===== config.mk =====
export PLATFORM = sky130hd
export DESIGN_NAME = cpf_check_digit_validator
export DESIGN_NICKNAME = d
export VERILOG_FILES = /design/src/rtl/cpf_pkg.sv /design/src/rtl/cpf_acc.sv /design/src/rtl/cpf_check_digit_validator.sv
export SDC_FILE = /design/constraint.sdc
export NUM_CORES = 1
export LEC_CHECK = 0
export BUFFER_PORTS_ARGS = -buffer_cell sky130_fd_sc_hd__buf_2
export CAP_MARGIN = 15
export CORE_MARGIN = 3
export CORE_UTILIZATION = 40
export CTS_CLUSTER_SIZE = 14
export DETAILED_ROUTE_END_ITERATION = 7
export GPL_TIMING_DRIVEN = 1
export PLACE_DENSITY = 0.53
export SLEW_MARGIN = 40
export SYNTH_ARGS = -nofsm -noshare
export SYNTH_HDL_FRONTEND = slang
export SYNTH_SLANG_ARGS = --single-unit

===== constraint.sdc =====
create_clock -name clk -period 10.2 [get_ports clk]
set_input_delay 0 -clock clk [delete_from_list [all_inputs] [get_ports clk]]
set_output_delay 0 -clock clk [all_outputs]
set_load 0.01 [all_outputs]

===== src/rtl/cpf_pkg.sv =====
// ----------------------------------------------------------------------------
// cpf_pkg
// Shared types, status codes and mod-11 helpers for the ID check digit
// validator.
// ----------------------------------------------------------------------------
package cpf_pkg;

  // String layout: nine body digits, a hyphen, two check digits
  localparam logic [3:0] HYPHEN_IDX       = 4'd9;
  localparam logic [3:0] FIRST_CHECK_IDX  = 4'd10;
  localparam logic [3:0] SECOND_CHECK_IDX = 4'd11;
  localparam logic [3:0] ID_LEN           = 4'd12;
  localparam logic [3:0] POS_MAX          = 4'd15;

  localparam logic [7:0] ASCII_ZERO   = 8'd48;
  localparam logic [7:0] ASCII_NINE   = 8'd57;
  localparam logic [7:0] ASCII_HYPHEN = 8'd45;

  localparam logic [3:0] MODULUS       = 4'd11;
  localparam logic [3:0] FIRST_W_BASE  = 4'd10;
  localparam logic [3:0] SECOND_W_BASE = 4'd11;
  localparam logic [3:0] CHECK1_W      = 4'd2;

  // Result status codes
  localparam logic [2:0] ST_OK        = 3'd0;
  localparam logic [2:0] ST_BAD_CHAR  = 3'd1;
  localparam logic [2:0] ST_TOO_LONG  = 3'd2;
  localparam logic [2:0] ST_TOO_SHORT = 3'd3;
  localparam logic [2:0] ST_MISMATCH  = 3'd4;

  typedef struct packed {
    logic [7:0] char_code;
    logic       last_char;
  } in_t;

  typedef struct packed {
    logic       id_valid;
    logic [2:0] status;
  } out_t;

  // x mod 11 for x < 128: quotient by reciprocal multiply (187 / 2048)
  function automatic logic [3:0] mod11(input logic [6:0] x);
    logic [14:0] prod;
    logic [3:0]  quo;
    logic [6:0]  rem;
    prod = 15'(x) * 15'd187;
    quo  = prod[14:11];
    rem  = x - (7'(quo) * 7'(MODULUS));
    return rem[3:0];
  endfunction

  // Check digit from a residue mod 11
  function automatic logic [3:0] check_digit(input logic [3:0] res);
    return (res < 4'd2) ? 4'd0 : (MODULUS - res);
  endfunction

endpackage


===== src/rtl/cpf_acc.sv =====
// ----------------------------------------------------------------------------
// cpf_acc
// Per-string accumulator: position, format flag, two weighted digit sums
// kept as residues mod 11, and the end-of-string verdict.
// ----------------------------------------------------------------------------
module cpf_acc (
  input  logic          clk,
  input  logic          rst_n,
  input  logic          take,
  input  cpf_pkg::in_t  item,
  output logic          res_fire,
  output cpf_pkg::out_t res_data
);

  logic [3:0] pos_r, pos_nxt;
  logic       bad_r, bad_nxt;
  logic [3:0] rem1_r, rem1_nxt;
  logic [3:0] rem2_r, rem2_nxt;
  logic [3:0] chk1_r, chk1_nxt;

  logic       is_digit;
  logic [3:0] dig;
  logic [3:0] w1;
  logic [3:0] w2;
  logic [6:0] acc1;
  logic [6:0] acc2;
  logic [2:0] status;

  assign is_digit = (item.char_code >= cpf_pkg::ASCII_ZERO) &&
                    (item.char_code <= cpf_pkg::ASCII_NINE);
  assign dig      = is_digit ? 4'(item.char_code - cpf_pkg::ASCII_ZERO) : 4'd0;
  assign w1       = cpf_pkg::FIRST_W_BASE - pos_r;
  assign w2       = cpf_pkg::SECOND_W_BASE - pos_r;
  assign acc1     = 7'(rem1_r) + (7'(w1) * 7'(dig));
  assign acc2     = 7'(rem2_r) + (7'(w2) * 7'(dig));

  always_comb begin
    pos_nxt  = (pos_r < cpf_pkg::POS_MAX) ? pos_r + 4'd1 : pos_r;
    bad_nxt  = bad_r;
    rem1_nxt = rem1_r;
    rem2_nxt = rem2_r;
    chk1_nxt = chk1_r;
    if (pos_r == cpf_pkg::HYPHEN_IDX) begin
      if (item.char_code != cpf_pkg::ASCII_HYPHEN) bad_nxt = 1'b1;
    end else if (!is_digit) begin
      bad_nxt = 1'b1;
    end else if (pos_r < cpf_pkg::HYPHEN_IDX) begin
      rem1_nxt = cpf_pkg::mod11(acc1);
      rem2_nxt = cpf_pkg::mod11(acc2);
    end else if (pos_r == cpf_pkg::FIRST_CHECK_IDX) begin
      chk1_nxt = dig;
      rem2_nxt = cpf_pkg::mod11(7'(rem2_r) + (7'(cpf_pkg::CHECK1_W) * 7'(dig)));
    end
  end

  // Sums are final before the second check digit arrives
  always_comb begin
    if (bad_nxt) begin
      status = cpf_pkg::ST_BAD_CHAR;
    end else if (pos_r >= cpf_pkg::ID_LEN) begin
      status = cpf_pkg::ST_TOO_LONG;
    end else if (pos_r < cpf_pkg::SECOND_CHECK_IDX) begin
      status = cpf_pkg::ST_TOO_SHORT;
    end else if ((cpf_pkg::check_digit(rem1_r) != chk1_r) ||
                 (cpf_pkg::check_digit(rem2_r) != dig)) begin
      status = cpf_pkg::ST_MISMATCH;
    end else begin
      status = cpf_pkg::ST_OK;
    end
  end

  assign res_fire          = take && item.last_char;
  assign res_data.status   = status;
  assign res_data.id_valid = (status == cpf_pkg::ST_OK);

  always_ff @(posedge clk) begin
    if (!rst_n || res_fire) begin
      pos_r  <= 4'd0;
      bad_r  <= 1'b0;
      rem1_r <= 4'd0;
      rem2_r <= 4'd0;
      chk1_r <= 4'd0;
    end else if (take) begin
      pos_r  <= pos_nxt;
      bad_r  <= bad_nxt;
      rem1_r <= rem1_nxt;
      rem2_r <= rem2_nxt;
      chk1_r <= chk1_nxt;
    end
  end

endmodule


===== src/rtl/cpf_check_digit_validator.sv =====
// ----------------------------------------------------------------------------
// cpf_check_digit_validator
// Streams an ID string one character per transaction and reports whether
// its format, length and two mod-11 check digits are correct.
// ----------------------------------------------------------------------------
// The block takes one character per clock cycle, with last_char marking the
// end of the string. Each body digit updates two weighted sums, held as
// residues mod 11 so each step is one small multiply-add and a constant
// reduction. The verdict is formed in the same cycle as the last character
// and lands in the output register, so out_valid is set in the cycle after the
// last character is accepted; characters that are not last produce no
// result. The output register is the only buffer: in_stall follows
// out_stall while a result is pending, and otherwise the block keeps one
// character per cycle, also back to back across strings. After each result
// all per-string state clears for the next string.
module cpf_check_digit_validator (
  input  logic          clk,
  input  logic          rst_n,
  input  logic          in_valid,
  output logic          in_stall,
  input  cpf_pkg::in_t  in_data,
  output logic          out_valid,
  input  logic          out_stall,
  output cpf_pkg::out_t out_data
);

  logic          out_valid_r;
  cpf_pkg::out_t out_data_r;
  logic          take;
  logic          res_fire;
  cpf_pkg::out_t res_data;

  // Hold input while a finished result waits on a stalled output
  assign in_stall = out_valid_r && out_stall;
  assign take     = in_valid && !in_stall;

  cpf_acc u_acc (
    .clk      (clk),
    .rst_n    (rst_n),
    .take     (take),
    .item     (in_data),
    .res_fire (res_fire),
    .res_data (res_data)
  );

  // Advance the output register whenever it is empty or being drained
  always_ff @(posedge clk) begin
    if (!rst_n) begin
      out_valid_r <= 1'b0;
    end else if (!in_stall) begin
      out_valid_r <= res_fire;
    end
  end

  always_ff @(posedge clk) begin
    if (!in_stall && res_fire) begin
      out_data_r <= res_data;
    end
  end

  assign out_valid = out_valid_r;
  assign out_data  = out_data_r;

  // A result only follows an accepted last character
  a_res_source: assert property (@(posedge clk) disable iff (!rst_n)
    $rose(out_valid_r) |-> $past(in_valid && !in_stall && in_data.last_char))
    else $error("result without a last character");

  // id_valid agrees with status
  a_valid_status: assert property (@(posedge clk) disable iff (!rst_n)
    out_valid_r |-> (out_data_r.id_valid == (out_data_r.status == cpf_pkg::ST_OK)))
    else $error("id_valid disagrees with status");

  // Status is always a defined code
  a_status_range: assert property (@(posedge clk) disable iff (!rst_n)
    out_valid_r |-> (out_data_r.status <= cpf_pkg::ST_MISMATCH))
    else $error("undefined status code");

  // Accepted last character always produces a result next cycle
  a_res_follows: assert property (@(posedge clk) disable iff (!rst_n)
    (in_valid && !in_stall && in_data.last_char) |=> out_valid_r)
    else $error("last character produced no result");

endmodule

==> results of run 1 <==
## cells in the mapped netlist (8+ instances only)
cell     number  share of area (%)
nand2_1      44                2.6
mux2i_1       9                1.4
xor2_1       15                2.1
o21ai_0      13                1.0
nor2_1       68                4.0
xnor2_1      35                4.8
a21oi_1      21                1.7
a21o_1       10                1.2
nand3_1       8               0.63
fa_1         64                 20
ha_1        150                 30
dfxtp_1      18                5.7
inv_1       149                8.8
## sequential cells by signal, summed over array words and instances (netlist names)
signal        count
out_valid         1
u_acc.pos_r       4
u_acc.chk1_r      4
u_acc.rem1_r      4
out_data          4
u_acc.bad_r       1
u_acc.rem2_r      4
## through the flow
step,cells,hold WS [ps]
after global placement,956,285
after floorplan,727,115
after global routing,960,26.0
after CTS,960,17.7
after detailed placement,956,286
final,960,20.9
## repair_timing
item,in CTS,in global routing
resized for setup,0,6
setup buffers,0,0
endpoints found under the setup margin,0,2
## tightest hold or removal path: cells and delay by family
| kind | cells | cell delay [ps] |
|---|---|---|
| buf+inv | 1 | 110 |
| simple gates | 1 | 70 |
| mux | 1 | 70 |
## worst max path at each step
stage                                            from                            to  slack (ps)
after floorplan                            in_data[7]  u_acc.rem2_r[3]$_SDFFE_PP0P_         850
after global placement                     in_data[7]  u_acc.rem2_r[3]$_SDFFE_PP0P_         470
after detailed placement                   in_data[7]  u_acc.rem2_r[3]$_SDFFE_PP0P_         170
after CTS                 u_acc.pos_r[1]$_SDFFE_PP0P_  u_acc.rem1_r[3]$_SDFFE_PP0P_         400
after global routing                       in_data[7]  u_acc.rem2_r[3]$_SDFFE_PP0P_          -4
final                                      in_data[7]  u_acc.rem2_r[3]$_SDFFE_PP0P_         610
## cells in the final DEF, fill, tap and decap left out, types with 6 or more instances in the layout
| master | count |
|---|---|
| nor2_1 | 68 |
| buf_2 | 18 |
| a21o_1 | 10 |
| nor3_1 | 6 |
| buf_4 | 6 |
| nand2_1 | 44 |
| a21oi_1 | 21 |
| o21ai_0 | 13 |
| fa_1 | 64 |
| a211oi_1 | 6 |
| nand3_1 | 8 |
| xor2_1 | 14 |
| mux2i_1 | 9 |
| nand2b_1 | 7 |
| dfxtp_1 | 17 |
| xnor2_1 | 35 |
| inv_1 | 149 |
| nand4_1 | 6 |
| ha_1 | 150 |
| nor2b_1 | 6 |
## area by class of cell
type,count,share of cell area [%]
Clock buffer,4,1.47
Inverter,151,8.31
Multi-Input combinational cell,548,77.3
Sequential cell,22,7.06
Tap cell,211,3.87
Timing Repair Buffer,24,1.98
## power groups by stage
stage               clock, uW  sequential (uW)  combinational, uW
global placement            0             93.9               97.4
detailed placement          0             94.0               99.9
CTS                       104             92.1                101
floorplan                   0             93.8               72.4
global route              109             92.3                114
finish                    100             92.1               98.9
## cells by family (layout without fill, tap and decap cells)
group	after synthesis	after routing	share of synthesized area, %
adder cells (fa/ha/maj)	214	214	49.9
AND/OR/NAND/NOR	173	173	13.1
buffers and inverters	157	179	9.38
AO/OA/AOI/OAI	99	99	11.2
XOR/XNOR	50	50	6.92
flip-flops	22	22	7.60
multiplexers	12	12	1.96
## routing by layer
layer	share of wire, %	vias to the layer above	global-route usage, %
met3	1.9	4	0.916
met5	0	-	0
met4	0.49	0	1.05
li1	-	2450	-
met2	49	52	26.0
met1	48	2310	21.0
==> impl_metrics.env, run 1 <==
export IMPL_synth_sequential_area_ratio_pct=7.59
export IMPL_io_buffers=18
export IMPL_floorplan_rows=45
export IMPL_postSynthAreaPerCell_um2=8.70
export IMPL_leakage_uw=0.00377
export IMPL_count_of_unresolved_drc_violations_after_routing=0
export IMPL_synthDistinctLibCells=68
export IMPL_count_of_flip_flops_with_a_built_in_enable_after_synthesis=4
export IMPL_hold_path_depth=3
export IMPL_area_growth_from_synthesis_to_layout_pct=7.87
export IMPL_p_int_uw=200
export IMPL_postRouteWirelength_um=12800
export IMPL_period_needed_ps=9590
export IMPL_cp_start_kind="primary input"
export IMPL_finalWorstSetupSlack_ps=606
export IMPL_cp_buffers_inverters=7
export IMPL_drv_cap=0
export IMPL_p_switching_uw=91.5
export IMPL_worst_path_stages=39
export IMPL_drive_gt1_share_pct=6.41
export IMPL_grt_antenna_before_repair=0
export IMPL_nFillCells=1558
export IMPL_slew_headroom_pct=44.7
export IMPL_p_clk_share_pct=34.4
export IMPL_hold_viol=0
export IMPL_switching_share_pct=31.4
export IMPL_post_drt_via_cell_ratio=5.02
export IMPL_core_area_um2=15300
export IMPL_design_portCount=19
export IMPL_slack_of_the_worst_reg_to_reg_path_ps=680
export IMPL_combPwrFrac_pct=33.9
export IMPL_timing_final_setup_violations=0
export IMPL_grt_start_max_net_pins=19
export IMPL_post_dp_cell_area_um2=6700
export IMPL_ctsHtreeMaxLevel=1
export IMPL_antennaDiodeCount=0
export IMPL_clkLatencyLatePin_ps=250
export IMPL_fp_dieW_um=132
export IMPL_routed_via_count=4816
export IMPL_clock_fmax_mhz=104
export IMPL_fin_tns_setup_ps=0
export IMPL_clkSlewWorstSetupHoldPaths_ps=60
export IMPL_rr_endpoint="u_acc.rem1_r[3]$_SDFFE_PP0P_"
export IMPL_cts_made_buffers=3
export IMPL_totalPowerFinal_uw=291
export IMPL_worst_reg2reg_path_depth=35
export IMPL_yosysWarnings=0
export IMPL_worst_pin_slew_ps=822
export IMPL_initialDrtViolationCount=154
export IMPL_peakVddDrop_mv=0.0740
export IMPL_timing_critical_path_slowest_cell_delay_ps=540
export IMPL_grt_pass1_vias=4753
export IMPL_worst_endpoint_arrival_ps=9720
export IMPL_regArea_um2=482
export IMPL_dominantRegCellSynth="dfxtp_1"
export IMPL_number_of_storage_elements_in_the_synthesis_netlist=22
export IMPL_placement_setup_worst_slack_ps=172
export IMPL_crit_path_frequent_cell="fa_1"
export IMPL_power_density_nw_per_um2=42.7
export IMPL_r2r_start="u_acc.pos_r[1]$_SDFFE_PP0P_"
export IMPL_hold_class="in2reg"
export IMPL_gp_congestion=0.834
export IMPL_worstPathRequired_ps=10320
export IMPL_synth_net_count=954
export IMPL_fp_dieH_um=132
export IMPL_cts_tree="done"
export IMPL_gr_usage_all_layers_pct=14.8
export IMPL_firstDrtPassIters=4
export IMPL_critPathTopFamily="adder cells"
export IMPL_final_nets=977
export IMPL_worst_setup_path_end_kind="flip-flop"
export IMPL_worstPathMaxFanout=6
export IMPL_routedWlPerCell_um=13.4
export IMPL_outcome="complete, no violations"
export IMPL_drt_antenna_violating_nets=0
export IMPL_largest_buffer_count_on_any_clock_path=2
export IMPL_dp_final_hpwl_um=11600
export IMPL_netlist_area_um2=6330
export IMPL_final_max_slew_viol_count=0
export IMPL_postLayoutCellArea_um2=6820
export IMPL_sinks_on_clock_net=22
export IMPL_initial_utilization_pct=41.3
export IMPL_total_area_of_multi_input_combinational_cells_um2=5280
export IMPL_critical_path_slowest_cell="fa_1"
export IMPL_async_flop_share_pct=0
export IMPL_first_pass_grt_wire_length_um=22000
export IMPL_clk_root_buffer_cell="clkbuf_16"
export IMPL_min_delay_start="in_data[1]"
export IMPL_cts_hold_fix_buffers=0
export IMPL_finalClockSkew_ps=2.23
export IMPL_final_core_util_pct=44.6
export IMPL_fin_crit_sh_pct=94.1
export IMPL_power_frac_seq_pct=31.6
export IMPL_whs_endpoint="u_acc.chk1_r[0]$_SDFFE_PP0P_"
export IMPL_timing_worst_setup_path_type="in2reg"
export IMPL_grt_overflow=0
export IMPL_post_synth_inst_count=727
export IMPL_dieArea_um2=17400
Power figures use the tool's default switching activity.
==> run 2, diff against run 1 <==
--- a/config.mk
+++ b/config.mk
@@ -5,6 +5,7 @@
 export SDC_FILE = /design/constraint.sdc
 export NUM_CORES = 1
 export LEC_CHECK = 0
+export ABC_AREA = 1
 export BUFFER_PORTS_ARGS = -buffer_cell sky130_fd_sc_hd__buf_2
 export CAP_MARGIN = 15
 export CORE_MARGIN = 3
==> run 2 against run 1 <==
  * Critical path type is now reg2reg
  * Utilization is essentially flat
  * Clock skew is 1.6 ps higher
  * Register-to-register slack better by 120 ps
  * Via count grew 12%
==> impl_metrics.env, run 2 <==
export IMPL_outcome="complete, no violations"
export IMPL_count_of_unresolved_drc_violations_after_routing=0
export IMPL_worst_endpoint_arrival_ps=9560
export IMPL_grt_antenna_before_repair=0
export IMPL_dominantRegCellSynth="dfxtp_1"
export IMPL_post_synth_fa_ha_maj_area_fraction_pct=46.9
export IMPL_synthMostInstantiatedCell="inv_1"
export IMPL_min_delay_start="in_data[1]"
export IMPL_worst_reg2reg_path_depth=41
export IMPL_netlist_area_um2=6730
export IMPL_worstPathRequired_ps=10360
export IMPL_peakVddDrop_mv=0.0441
export IMPL_worst_setup_path_end_kind="flip-flop"
export IMPL_sinks_on_clock_net=22
export IMPL_routedWlPerCell_um=11.7
export IMPL_hold_class="in2reg"
export IMPL_drive_gt1_share_pct=4.32
export IMPL_main_combinational_cell_family_by_area_after_synthesis="adder cells"
export IMPL_hold_path_depth=3
export IMPL_floorplan_rows=46
export IMPL_dieArea_um2=18400
export IMPL_synth_sequential_area_ratio_pct=7.14
export IMPL_fin_tns_setup_ps=0
export IMPL_io_buffers=18
export IMPL_cp_buffers_inverters=8
export IMPL_drv_cap=0
export IMPL_synth_xor_area_share_pct=4.16
export IMPL_unrepaired_setup_endpoints_after_global_routing="false"
export IMPL_yosysTopAreaCell="ha_1"
export IMPL_worstPathMaxFanout=10
export IMPL_clkLatencyLatePin_ps=260
export IMPL_timing_worst_setup_path_type="reg2reg"
export IMPL_gp_congestion=0.834
export IMPL_post_synth_inst_count=923
export IMPL_first_pass_grt_wire_length_um=24400
export IMPL_cts_made_buffers=3
export IMPL_grt_start_max_net_pins=13
export IMPL_power_density_nw_per_um2=38.2
export IMPL_slew_headroom_pct=50.0
export IMPL_fin_crit_sh_pct=92.1
export IMPL_dp_final_hpwl_um=12300
export IMPL_yosys_top_cells_count="inv_1, nand2_1, ha_1, fa_1, nor2_1"
export IMPL_final_nets=1176
export IMPL_postRouteWirelength_um=13600
export IMPL_routed_via_count=5417
export IMPL_finalClockSkew_ps=3.79
export IMPL_fp_dieH_um=136
export IMPL_synth_net_count=1150
export IMPL_grt_pass1_vias=5247
export IMPL_hold_viol=0
export IMPL_cp_start_kind="flip-flop"
export IMPL_worst_path_stages=41
export IMPL_critPathTopFamily="adder cells"
export IMPL_critical_path_slowest_cell="fa_1"
export IMPL_crit_path_frequent_cell="nand2_1"
export IMPL_slack_of_the_worst_reg_to_reg_path_ps=800
export IMPL_timing_final_setup_violations=0
export IMPL_gr_usage_all_layers_pct=15.7
export IMPL_final_max_slew_viol_count=0
export IMPL_post_drt_via_cell_ratio=4.65
export IMPL_muxShareOfSynthArea_pct=0
export IMPL_drt_antenna_violating_nets=0
export IMPL_postLayoutCellArea_um2=7210
export IMPL_period_needed_ps=9400
export IMPL_largest_buffer_count_on_any_clock_path=2
export IMPL_antennaDiodeCount=0
export IMPL_design_portCount=19
export IMPL_leakage_uw=0.00436
export IMPL_clk_root_buffer_cell="clkbuf_16"
export IMPL_async_flop_share_pct=0
export IMPL_cts_tree="done"
export IMPL_firstDrtPassIters=4
export IMPL_totalPowerFinal_uw=275
export IMPL_post_dp_cell_area_um2=7100
export IMPL_core_area_um2=16200
export IMPL_ctsHtreeMaxLevel=1
export IMPL_count_of_flip_flops_with_a_built_in_enable_after_synthesis=4
export IMPL_number_of_storage_elements_in_the_synthesis_netlist=22
export IMPL_initial_utilization_pct=41.6
export IMPL_most_common_layout_cells="inv_1, nand2_1, ha_1, fa_1, nor2_1"
export IMPL_clock_fmax_mhz=106
export IMPL_initialDrtViolationCount=173
export IMPL_synth_area_in_compound_gates_pct=7.60
export IMPL_area_growth_from_synthesis_to_layout_pct=7.12
export IMPL_r2r_start="u_acc.pos_r[0]$_SDFFE_PP0P_"
export IMPL_grt_overflow=0
export IMPL_synth_area_leaders="ha_1, fa_1, inv_1"
export IMPL_timing_critical_path_slowest_cell_delay_ps=550
export IMPL_synthDistinctLibCells=38
export IMPL_worst_setup_startpoint="u_acc.pos_r[0]$_SDFFE_PP0P_"
export IMPL_clkSlewWorstSetupHoldPaths_ps=60
export IMPL_yosys_area_share_simple_pct=21.0
export IMPL_yosysWarnings=0
export IMPL_layout_commonest_cell="inv_1"
export IMPL_fp_dieW_um=136
export IMPL_postSynthAreaPerCell_um2=7.29
export IMPL_worst_pin_slew_ps=746
export IMPL_yosys_area_top_type_share_pct=27.9
## run 2: changes by cell type in the layout (fill, tap and decap cells not counted), moves of 15 or more
cell	before	now
nand2_1	44	185
o21ai_0	13	28
a21oi_1	21	38
inv_1	149	231
xnor2_1	35	12
nand3_1	8	47
## run 2: cell type report
cell class                      count  area (um^2)
Clock inverter                      1         3.75
Clock buffer                        3         75.1
Fill cell                        1680         8960
Multi-Input combinational cell    665         5370
Sequential cell                    22          482
Tap cell                          216          270
Timing Repair Buffer               22          123
Inverter                          235          886
## run 2: report_power, final
group	internal (uW)	switching [uW]	leakage [uW]
clock network	52.4	32.9	0.0000385
registers	90.4	2.49	0.000181
logic	37.2	60.0	0.00414
total	180	95.4	0.00436
## run 2: final timing paths
kind / to
hold reg to reg: u_acc.rem1_r[0]$_SDFFE_PP0P_
setup reg to reg: u_acc.rem1_r[3]$_SDFFE_PP0P_
hold / removal: u_acc.chk1_r[0]$_SDFFE_PP0P_
setup / recovery: u_acc.rem1_r[3]$_SDFFE_PP0P_
## run 2: layer usage
layer	track usage [%]	routed length (um)	vias to the layer above	share of wire [%]
met5	0	0	-	0
met4	1.79	121	0	0.89
met3	0.780	255	9	1.9
met2	26.7	6120	54	45
met1	23.0	7110	2414	52
li1	-	-	2940	-
## run 2: logic make-up (layout without fill, tap and decap cells)
family / count (synthesis) / count (layout)
AND/OR/NAND/NOR: 330 / 330
buffers and inverters: 236 / 261
adder cells (fa/ha/maj): 214 / 214
AO/OA/AOI/OAI: 89 / 89
XOR/XNOR: 32 / 32
flip-flops: 22 / 22
## run 2: tightest hold or removal path: stages
cell,delay (ps)
buf_2,130
inv_1,70
a211oi_1,60
## run 2: stage by stage
step / setup WS (ps) / cells / hold slack (ps) / utilization [%]
after floorplan: 1160 / 923 / 125 / -
after global placement: 660 / 1158 / 243 / 43.9
after detailed placement: 451 / 1158 / 245 / 43.9
after CTS: 421 / 1163 / 48.9 / 44.5
after global routing: 12.0 / 1164 / 64.4 / 44.6
final: 803 / 1164 / 57.0 / 44.6
## run 2: timing repair
action,in CTS,in global routing
hold buffers,1,0
buffers inserted,0,1
hold endpoints to repair,1,0
resized for setup,0,3
endpoints found under the setup margin,0,3
